--- src/rtl/three_wire_rtc_serial_master_unit_defines.svh ---
// ---------------------------------------------------------------------------
// three-wire rtc serial master - assertion macros
// concurrent checks clocked on clk, disabled while arst_n is low
// ---------------------------------------------------------------------------
`ifndef THREE_WIRE_RTC_SERIAL_MASTER_UNIT_DEFINES_SVH
`define THREE_WIRE_RTC_SERIAL_MASTER_UNIT_DEFINES_SVH

`ifndef SYNTHESIS
`define TWRTC_ASSERT(lbl, prop) \
	lbl: assert property (@(posedge clk) disable iff (!arst_n) (prop)) \
		else $error("twrtc assertion failed");
`define TWRTC_ASSERT_NEXT(lbl, ante, cons) \
	lbl: assert property (@(posedge clk) disable iff (!arst_n) (ante) |=> (cons)) \
		else $error("twrtc assertion failed");
`else
`define TWRTC_ASSERT(lbl, prop)
`define TWRTC_ASSERT_NEXT(lbl, ante, cons)
`endif

`endif

--- src/rtl/twrtc_pkg.sv ---
// ---------------------------------------------------------------------------
// twrtc_pkg
// types, codes and bcd helpers shared by the three-wire rtc serial master
// ---------------------------------------------------------------------------
package twrtc_pkg;

	localparam logic [1:0] REQ_TICK  = 2'd0;
	localparam logic [1:0] REQ_READ  = 2'd1;
	localparam logic [1:0] REQ_WRITE = 2'd2;

	localparam logic [2:0] LAST_BIT = 3'd7;

	typedef enum logic [1:0] {
		PH_CMD  = 2'd0,
		PH_DATA = 2'd1,
		PH_RECV = 2'd2
	} phase_t;

	typedef struct packed {
		logic       active;
		logic       is_read;
		phase_t     phase;
		logic [2:0] bit_index;
		logic       clock_high;
		logic [7:0] tx_shift;
		logic [7:0] write_byte;
		logic [7:0] rx_shift;
	} core_state_t;

	typedef struct packed {
		logic       enable_pin;
		logic       sclk_pin;
		logic       io_out;
		logic       io_drive;
		logic       busy_res;
		logic       done_res;
		logic [7:0] read_value;
	} result_t;

	// divide by ten through the reciprocal 205/2048, exact for 7-bit values
	function automatic logic [7:0] to_bcd(input logic [6:0] v);
		logic [14:0] prod;
		logic [3:0]  tens;
		logic [6:0]  tens_w;
		logic [6:0]  rem;
		prod   = 15'(v) * 15'd205;
		tens   = prod[14:11];
		tens_w = {3'b000, tens};
		rem    = v - (tens_w << 3) - (tens_w << 1);
		return {tens, 4'b0000} + {1'b0, rem};
	endfunction

	function automatic logic [7:0] from_bcd(input logic [7:0] b);
		logic [7:0] hi;
		hi = {4'b0000, b[7:4]};
		return (hi << 3) + (hi << 1) + {4'b0000, b[3:0]};
	endfunction

endpackage

--- src/rtl/twrtc_core.sv ---
// ---------------------------------------------------------------------------
// twrtc_core
// transaction state and one half-period step of the serial link per request
// ---------------------------------------------------------------------------
`include "three_wire_rtc_serial_master_unit_defines.svh"

module twrtc_core (
	input  logic                clk,
	input  logic                arst_n,
	input  logic                step,
	input  logic [1:0]          req_type,
	input  logic [7:0]          reg_addr,
	input  logic [6:0]          value_dec,
	input  logic                io_in,
	output twrtc_pkg::result_t  res
);

	twrtc_pkg::core_state_t cur_q;
	twrtc_pkg::core_state_t nxt;
	logic                   done;
	logic [7:0]             rx_upd;

	assign rx_upd = cur_q.rx_shift | (8'(io_in) << cur_q.bit_index);

	always_comb begin
		nxt  = cur_q;
		done = 1'b0;
		if (!cur_q.active) begin
			if (req_type == twrtc_pkg::REQ_READ || req_type == twrtc_pkg::REQ_WRITE) begin
				nxt.active     = 1'b1;
				nxt.is_read    = (req_type == twrtc_pkg::REQ_READ);
				nxt.phase      = twrtc_pkg::PH_CMD;
				nxt.bit_index  = 3'd0;
				nxt.clock_high = 1'b0;
				nxt.rx_shift   = 8'd0;
				if (req_type == twrtc_pkg::REQ_READ) begin
					nxt.tx_shift = reg_addr + 8'd1;
				end else begin
					nxt.tx_shift   = reg_addr;
					nxt.write_byte = twrtc_pkg::to_bcd(value_dec);
				end
			end
		end else begin
			unique case (cur_q.phase)
				twrtc_pkg::PH_CMD, twrtc_pkg::PH_DATA: begin
					if (!cur_q.clock_high) begin
						nxt.clock_high = 1'b1;
					end else begin
						nxt.clock_high = 1'b0;
						if (cur_q.bit_index != twrtc_pkg::LAST_BIT) begin
							nxt.bit_index = cur_q.bit_index + 3'd1;
						end else begin
							nxt.bit_index = 3'd0;
							if (cur_q.phase == twrtc_pkg::PH_CMD) begin
								if (cur_q.is_read) begin
									nxt.phase = twrtc_pkg::PH_RECV;
								end else begin
									nxt.phase    = twrtc_pkg::PH_DATA;
									nxt.tx_shift = cur_q.write_byte;
								end
							end else begin
								nxt.active = 1'b0;
								nxt.phase  = twrtc_pkg::PH_CMD;
								done       = 1'b1;
							end
						end
					end
				end
				twrtc_pkg::PH_RECV: begin
					if (!cur_q.clock_high) begin
						nxt.rx_shift = rx_upd;
						if (cur_q.bit_index == twrtc_pkg::LAST_BIT) begin
							nxt.active    = 1'b0;
							nxt.phase     = twrtc_pkg::PH_CMD;
							nxt.bit_index = 3'd0;
							done          = 1'b1;
						end else begin
							nxt.clock_high = 1'b1;
						end
					end else begin
						nxt.clock_high = 1'b0;
						nxt.bit_index  = cur_q.bit_index + 3'd1;
					end
				end
				default: begin
					nxt.active     = 1'b0;
					nxt.phase      = twrtc_pkg::PH_CMD;
					nxt.bit_index  = 3'd0;
					nxt.clock_high = 1'b0;
				end
			endcase
		end
	end

	always_comb begin
		res.enable_pin = nxt.active;
		res.sclk_pin   = nxt.active & nxt.clock_high;
		res.io_drive   = nxt.active &
			(nxt.phase == twrtc_pkg::PH_CMD || nxt.phase == twrtc_pkg::PH_DATA);
		res.io_out     = res.io_drive & nxt.tx_shift[nxt.bit_index];
		res.busy_res   = nxt.active;
		res.done_res   = done;
		res.read_value = (done && cur_q.is_read) ? twrtc_pkg::from_bcd(nxt.rx_shift) : 8'd0;
	end

	always_ff @(posedge clk or negedge arst_n) begin
		if (!arst_n) begin
			cur_q <= '0;
		end else if (step) begin
			cur_q <= nxt;
		end
	end

	`TWRTC_ASSERT(a_done_ends, !(done && nxt.active))
	`TWRTC_ASSERT(a_recv_released,
		!(cur_q.active && cur_q.phase == twrtc_pkg::PH_RECV && res.io_drive && !done))
	`TWRTC_ASSERT_NEXT(a_start_low_clock, step && !cur_q.active && nxt.active,
		cur_q.active && !cur_q.clock_high && cur_q.bit_index == 3'd0)

endmodule

--- src/rtl/twrtc_obuf.sv ---
// ---------------------------------------------------------------------------
// twrtc_obuf
// result register with one skid entry so a stalled result does not stop input
// ---------------------------------------------------------------------------
`include "three_wire_rtc_serial_master_unit_defines.svh"

module twrtc_obuf (
	input  logic                clk,
	input  logic                arst_n,
	input  logic                in_accept,
	input  twrtc_pkg::result_t  in_res,
	output logic                full,
	output logic                out_valid,
	input  logic                out_stall,
	output twrtc_pkg::result_t  out_res
);

	logic               main_valid_q;
	logic               skid_valid_q;
	twrtc_pkg::result_t main_q;
	twrtc_pkg::result_t skid_q;
	logic               out_fire;

	assign out_fire  = main_valid_q & ~out_stall;
	assign full      = skid_valid_q;
	assign out_valid = main_valid_q;
	assign out_res   = main_q;

	always_ff @(posedge clk or negedge arst_n) begin
		if (!arst_n) begin
			main_valid_q <= 1'b0;
			skid_valid_q <= 1'b0;
		end else begin
			priority if (skid_valid_q && out_fire) begin
				skid_valid_q <= 1'b0;
			end else if (in_accept && main_valid_q && !out_fire) begin
				skid_valid_q <= 1'b1;
			end else if (in_accept) begin
				main_valid_q <= 1'b1;
			end else if (out_fire) begin
				main_valid_q <= 1'b0;
			end else begin
				main_valid_q <= main_valid_q;
			end
		end
	end

	always_ff @(posedge clk) begin
		priority if (skid_valid_q && out_fire) begin
			main_q <= skid_q;
		end else if (in_accept && main_valid_q && !out_fire) begin
			skid_q <= in_res;
		end else if (in_accept) begin
			main_q <= in_res;
		end else begin
			main_q <= main_q;
		end
	end

	`TWRTC_ASSERT(a_skid_behind_main, !skid_valid_q || main_valid_q)
	`TWRTC_ASSERT_NEXT(a_skid_drains, skid_valid_q && !out_stall, main_valid_q && !skid_valid_q)
	`TWRTC_ASSERT_NEXT(a_skid_fills, in_accept && main_valid_q && out_stall, skid_valid_q)

endmodule

--- src/rtl/three_wire_rtc_serial_master_unit.sv ---
// ---------------------------------------------------------------------------
// three_wire_rtc_serial_master_unit
// bit-level master for a three-wire rtc link, one half clock period a request
// ---------------------------------------------------------------------------
// each input request is one half period of the serial clock: req_type starts
// a read or a write, or just ticks the transaction along; io_in is the data
// line level sampled for that half period.
// every accepted request gives exactly one result with the enable, clock and
// data line levels for the following half period, plus busy, done and the
// received value converted from bcd.
// the state update runs in the cycle a request is taken and the result is
// registered, and a request can be taken every cycle while in_stall is low
// (one per cycle, set by the single state update).
// a skid entry behind the result register lets one more request in while a
// result is stalled; in_stall rises only when both entries hold results.
// a write takes 33 requests from start to done, a read 32.
// reset clears the transaction state and empties the result register.
// ---------------------------------------------------------------------------
module three_wire_rtc_serial_master_unit (
	input  logic       clk,
	input  logic       arst_n,
	input  logic       in_valid,
	output logic       in_stall,
	input  logic [1:0] req_type,
	input  logic [7:0] reg_addr,
	input  logic [6:0] value_dec,
	input  logic       io_in,
	output logic       out_valid,
	input  logic       out_stall,
	output logic       enable_pin,
	output logic       sclk_pin,
	output logic       io_out,
	output logic       io_drive,
	output logic       busy_res,
	output logic       done_res,
	output logic [7:0] read_value
);

	logic               step;
	logic               full;
	twrtc_pkg::result_t res;
	twrtc_pkg::result_t out_res;

	assign in_stall = full;
	assign step     = in_valid & ~full;

	twrtc_core u_core (
		.clk       (clk),
		.arst_n    (arst_n),
		.step      (step),
		.req_type  (req_type),
		.reg_addr  (reg_addr),
		.value_dec (value_dec),
		.io_in     (io_in),
		.res       (res)
	);

	twrtc_obuf u_obuf (
		.clk       (clk),
		.arst_n    (arst_n),
		.in_accept (step),
		.in_res    (res),
		.full      (full),
		.out_valid (out_valid),
		.out_stall (out_stall),
		.out_res   (out_res)
	);

	assign enable_pin = out_res.enable_pin;
	assign sclk_pin   = out_res.sclk_pin;
	assign io_out     = out_res.io_out;
	assign io_drive   = out_res.io_drive;
	assign busy_res   = out_res.busy_res;
	assign done_res   = out_res.done_res;
	assign read_value = out_res.read_value;

endmodule
--- config.mk ---
export PLATFORM = sky130hd
export DESIGN_NAME = three_wire_rtc_serial_master_unit
export DESIGN_NICKNAME = d
export VERILOG_FILES = /design/src/rtl/twrtc_pkg.sv /design/src/rtl/twrtc_core.sv /design/src/rtl/twrtc_obuf.sv /design/src/rtl/three_wire_rtc_serial_master_unit.sv
export VERILOG_INCLUDE_DIRS = /design/src /design/src/rtl
export SDC_FILE = /design/constraint.sdc
export NUM_CORES = 1
export LEC_CHECK = 0
export BUFFER_PORTS_ARGS = -buffer_cell sky130_fd_sc_hd__clkbuf_2
export CORE_MARGIN = 4
export CORE_UTILIZATION = 55
export CTS_CLUSTER_DIAMETER = 100
export CTS_CLUSTER_SIZE = 16
export DETAILED_ROUTE_END_ITERATION = 12
export HOLD_SLACK_MARGIN = 0.02
export PLACE_DENSITY = 0.74
export SKIP_CTS_REPAIR_TIMING = 1
export SYNTH_ARGS = -nofsm -noshare
export SYNTH_HDL_FRONTEND = slang
export SYNTH_SLANG_ARGS = --single-unit
--- constraint.sdc ---
create_clock -name clk -period 4.4 [get_ports clk]
set_input_delay 0.44 -clock clk [delete_from_list [all_inputs] [get_ports clk]]
set_output_delay 0.44 -clock clk [all_outputs]
set_load 0.005 [all_outputs]
==> out/metrics.yaml, run 1 <==
io_pins: 38
power_density_nw_per_um2: 694
tightestPinTransition_ps: 1230
critPathKind: "in -> reg"
violations: "negative setup slack"
drt_iter0_markers: 262
gp_congestion: 0.905
fp-row-count: 33
yosysSeqAreaShare: 0.345
numClockSinks: 60
grt_pass1_vias: 3976
antenna_found_initial: 0
crit_path_max_incr_delay_ps: 530
hold_viol: 0
synthCells: 501
synth-adder-area-share: 0.203
detail_route.wl_per_cell_um: 16.5
synthMuxAreaShare: 0.0310
synth_area_leaders: "dfrtp_1 (18%), edfxtp_1 (17%), ha_1 (15%)"
synth_top_area_frac: 0.180
avgViaCountPerCell: 5.73
max_slew_margin: 0.180
dpl_cell_area_um2: 5300
fin_cells: 677
avgSynthCellArea_um2: 9.43
synth_xor_area_frac: 0.0426
max_freq_mhz: 177
vdd_ir_drop_max_mv: 0.856
area_delta_synth_final_pct: 21.9
power_mw: 4.00
wl_mm: 11.2
min_period_ps: 5640
vias: 3880
cts_tree: "yes"
status: "complete, but fails checks"
synthTopCellsByCount: "nand2_1 (78), ha_1 (56), inv_1 (52)"
dpl_worst_slack_ps: -1680
final_cell_area_um2: 5760
dr.pass1.iters: 5
cap_violations: 0
dp_hpwl_mm: 8.35
clk_pin_slew_ps: 70
fp.dieW_um: 101
core_um2: 8300
synth.most_common_cell: "nand2_1"
grt_max_degree: 35
drc_errors: 0
leakage_nw: 2.70
critPathLaunchType: "primary input"
setup_viol: 4
layout-drive-gt1-share: 0.264
final-max-slew-violation-count: 0
clock_path_buffers: 2
cp_max_fo: 3
track_usage: 0.229
cts_root_buffer: "clkbuf_8"
rsz0062_at_grt: "yes"
cp_slowest_cell: "fa_1"
synthSimpleGateAreaFrac: 0.150
nNetsFinal: 658
worstPathArrival_ps: 5850
syn_area_um2: 4720
dieArea_um2: 10100
grt_pass1_wl_mm: 18.6
synth_edf_count: 26
synth_cell_type_count: 63
finalWorstSetupSlack_ps: -1240
fin_skew_ps: 8.78
cts_made_buffers: 9
period_share: 1.28
dp_cells: 653
synth_top_family_by_area: "adder cells"
dieHeight_um: 101
start_util: 0.569
yosysWarnings: 0
grt-ovfl-total: 0
synth_area_leader_cell: "dfrtp_1"
hold_path.class: "in -> async"
synth-seq-cells: 60
antenna_cells: 0
async_flop_share: 0.567
cpMostUsedCell: "ha_4"
crit_path_end_kind: "flop"
fin_setup_tns_ps: -4210
ys.flop_type: "dfrtp_1"
cp.required_ps: 4600
clk_latency_ps: 340
htree_num_levels: 3
syn_nets: 592
synth-compound-area-share: 0.160
antenna_left: 0
portBuffers: 37
area by class of cell:
cell class              count  area, µm²
clock inverters             6       88.8
inverters                  52        198
well taps                 105        131
flip-flops and latches     60       1630
fillers                   642       2540
repair buffers             81        561
multi-input cells         363       3020
clock buffers              10        128
registers in the layout (all words and copies together), names as in the netlist:
name and cells:
u_obuf.out_res 13, u_obuf.out_valid 1, u_core.cur_q 32, u_obuf.full 1
u_obuf.skid_q 13
cells by family (layout without fill, tap and decap cells):
family,count (synthesis),in the layout
flip-flops,60,60
XOR/XNOR,23,23
AO/OA/AOI/OAI,106,106
AND/OR/NAND/NOR,151,151
buffers and inverters,78,149
multiplexers,14,14
adder cells (fa/ha/maj),69,69
worst max-delay path: cells and delay by family:
family / cells / cell delay, ps
fa+ha+maj: 8 / 2700
compound gates: 8 / 1580
buf+inv: 6 / 450
xor+xnor: 3 / 450
simple gates: 1 / 240
where the power goes:
| group | switching (mW) | leakage [nW] | total [mW] | internal (mW) |
|---|---|---|---|---|
| logic | 1.23 | 1.91 | 2.52 | 1.29 |
| registers | 0.153 | 0.687 | 0.940 | 0.787 |
| clock network | 0.222 | 0.102 | 0.541 | 0.319 |
| total | 1.60 | 2.70 | 4.00 | 2.40 |
stage by stage:
step	util	hold WS, ps
floorplan	-	144
global placement	0.639	461
detailed placement	0.639	470
CTS	0.665	231
global route	0.694	274
finish	0.694	214
per-layer routing:
layer | up-vias | global-route usage | wire length [µm]
met5 | - | 0 | 0
met4 | 0 | 0.0725 | 196
met3 | 17 | 0.0346 | 356
met2 | 84 | 0.402 | 5980
met1 | 1879 | 0.288 | 4640
li1 | 1900 | - | -
path summary, 6_finish.rpt:
path	start	end	slack (ps)	cells past startpoint
max in group asynchronous	arst_n	u_core.cur_q[21]	3630	1
max	value_dec[6]	u_core.cur_q[15]	-1240	26
min reg2reg	u_core.cur_q[13]	u_core.cur_q[13]	470	2
min	arst_n	u_core.cur_q[1]	210	1
min in group clk	out_stall	u_obuf.out_valid	390	3
max reg2reg	u_core.cur_q[29]	u_obuf.out_res[7]	880	13
layout by cell type, fill, tap and decap left out, types with 4 or more instances in the layout:
master and count:
ha_4 11, edfxtp_1 26, inv_2 6, o31ai_1 5, and3_1 5, xor2_1 11
nand2b_1 6, mux2_2 5, ha_1 43, xnor2_1 8, a21oi_1 12, nor2_1 22
a22o_1 6, o21ai_0 21, a22oi_1 5, buf_6 6, mux2i_1 8, nor2b_1 4
a32o_1 6, nor3_1 6, nand4_1 4, dfrtp_1 34, a21o_1 6, o211ai_1 5
fa_1 11, buf_4 39, clkbuf_8 9, a21oi_2 5, and2_1 4, clkbuf_2 33
inv_1 45, nand2_1 78
(Power assumes the default switching activity.)
==> run 2: changes to the inputs <==
==> constraint.sdc (replaced) <==
create_clock -name clk -period 5.2 [get_ports clk]
set_input_delay 0.52 -clock clk [delete_from_list [all_inputs] [get_ports clk]]
set_output_delay 0.52 -clock clk [all_outputs]
set_load 0.005 [all_outputs]
==> run 2 against run 1 <==
Compared with the run above: the flow still finishes with violations (negative setup slack); flip-flop and latch count stayed put; core utilization is 0.87 points lower; register-to-register slack better by 840 ps; global-route usage is 0.097 points higher; clock skew is 1.5 ps higher; worst hold slack better by 59 ps; count of clock-buffer cells in the layout is 1 lower; via count is 0.34% higher; critical path depth is 5 higher; non-clock buffer count is 6 lower; die area stayed put; critical path type unchanged; critical endpoint unchanged; largest cell class unchanged; highest routed layer unchanged.
==> out/metrics.yaml, run 2 (synthesis gave the netlist of run 1 again) <==
pwr-share-comb: 0.631  # about the same
layout_common_cells: "nand2_1 (78), inv_1 (44), ha_1 (43)"
fp.dieW_um: 101  # unchanged
violations: "negative setup slack"
top_register: "u_core.cur_q"
antenna_left: 0  # unchanged
worstPathArrival_ps: 6160  # +310 ps
start_util: 0.569  # unchanged
avgViaCountPerCell: 5.80  # +1.2%
track_usage: 0.230  # +0.000966
dieHeight_um: 101  # unchanged
max_slew_margin: 0.170  # -0.0100
critPathLaunchType: "primary input"
layout-drive-gt1-share: 0.253  # -0.0113
power_density_nw_per_um2: 571  # -18%
hold_viol: 0  # unchanged
antenna_found_initial: 0  # unchanged
vdd_ir_drop_max_mv: 0.655  # -23%
clk_latency_ps: 340  # about the same
dr.pass1.iters: 5  # unchanged
io_pins: 38  # unchanged
cp.required_ps: 5400  # +800 ps
vias: 3893  # +0.34%
p_clk_frac: 0.125  # -0.010
fin_skew_ps: 10.3  # +1.48 ps
final-max-slew-violation-count: 0  # unchanged
crit_path_end_kind: "flop"
final_common_cell: "nand2_1"
rrSetupSlack_ps: 1720  # +840 ps
hold_slack_ps: 274  # +59.4 ps
tightestPinTransition_ps: 1250  # +15.1 ps
cts_root_buffer: "clkbuf_8"
clock_path_buffers: 2  # unchanged
period_share: 1.15
cpMostUsedCell: "inv_2"
numClockSinks: 60  # unchanged
fin_cells: 671  # -0.89%
cts_tree: "yes"
core_um2: 8300  # unchanged
grt-ovfl-total: 0  # unchanged
status: "complete, but fails checks"
cap_violations: 0  # unchanged
final_util: 0.685  # -0.00874
power_switching_mw: 1.36  # -15%
dp_hpwl_mm: 8.40  # +0.60%
crit_path_max_incr_delay_ps: 560  # +30 ps
p_int_mw: 1.89  # -21%
finalWorstSetupSlack_ps: -760  # +482 ps
grt_pass1_wl_mm: 18.6  # about the same
cp_max_fo: 3  # unchanged
setup_viol: 3  # -1
dp_cells: 651  # -0.31%
gp_congestion: 0.846  # -6.6%
grt_max_degree: 35  # unchanged
detail_route.wl_per_cell_um: 17.1  # +3.4%
min_period_ps: 5960
seqPwrFrac: 0.244  # +0.009
wl_mm: 11.4  # +2.5%
grt_pass1_vias: 4043  # +1.7%
antenna_cells: 0  # unchanged
htree_num_levels: 3  # unchanged
hold_path.class: "in -> async"
portBuffers: 37  # unchanged
dieArea_um2: 10100  # unchanged
power_mw: 3.25  # -19%
fp-row-count: 33  # unchanged
nNetsFinal: 652  # -0.91%
critPathKind: "in -> reg"
switching_share: 0.420  # +0.0191
rsz0062_at_grt: "yes"
max_freq_mhz: 168
clk_pin_slew_ps: 70  # about the same
largest_reg_flops: 32  # unchanged
drt_iter0_markers: 165  # -37%
leakage_nw: 2.65  # -1.9%
cts_made_buffers: 9  # unchanged
area_delta_synth_final_pct: 20.4
drc_errors: 0  # unchanged
cp_slowest_cell: "fa_1"
==> run 2: cell count changes in the layout (fill, tap and decap cells not counted), sizes merged <==
cell	change
clkinv	+2
clkbuf	+1
buf	-8
bufinv	-1
==> run 2: routing by layer <==
layer,up-vias,global-route usage,wire length [µm]
li1,1879,-,-
met1,1870,0.283,4620
met2,111,0.393,5860
met3,33,0.0540,623
met4,0,0.0777,339
met5,-,0,0
==> run 2: worst paths after layout <==
| path | cells past startpoint | end | startpoint |
|---|---|---|---|
| worst min register to register | 2 | u_core.cur_q[4] | u_core.cur_q[4] |
| worst max-delay path | 31 | u_core.cur_q[15] | value_dec[4] |
| worst min-delay path | 1 | u_core.cur_q[30] | arst_n |
| worst max register to register | 12 | u_obuf.out_res[7] | u_core.cur_q[29] |
| min in group clk | 2 | u_core.cur_q[4] | u_core.cur_q[4] |
| max in group asynchronous | 1 | u_core.cur_q[20] | arst_n |
==> run 2: power groups by stage <==
stage	Combinational, mW	Sequential (mW)	Clock (mW)
after floorplan	1.22	0.743	0
after global placement	1.65	0.789	0
after detailed placement	1.72	0.800	0
after CTS	1.73	0.790	0.410
after global routing	2.25	0.815	0.435
final	2.05	0.793	0.405
==> run 2: through the flow <==
stage | instance area (µm²) | setup slack, ps | TNS [ps]
after detailed placement | 5290 | -1080 | -2780
final | 5690 | -760 | -1690
after CTS | 5480 | -739 | -1600
after global placement | 5290 | -930 | -2260
after global routing | 5690 | -930 | -2260
after floorplan | 4830 | -618 | -906
==> run 2: critical path, delay by kind of cell <==
kind            cells  cell delay (ps)
buf+inv             9              560
simple gates        3              350
xor+xnor            3              550
fa+ha+maj           8             2740
compound gates      8             1470
==> run 2: area by class of cell <==
type / count / area [µm²]
Sequential cell: 60 / 1630
Inverter: 52 / 198
Clock buffer: 9 / 124
Multi-Input combinational cell: 363 / 3030
Clock inverter: 7 / 67.6
Fill cell: 608 / 2610
Timing Repair Buffer: 75 / 505
Tap cell: 105 / 131
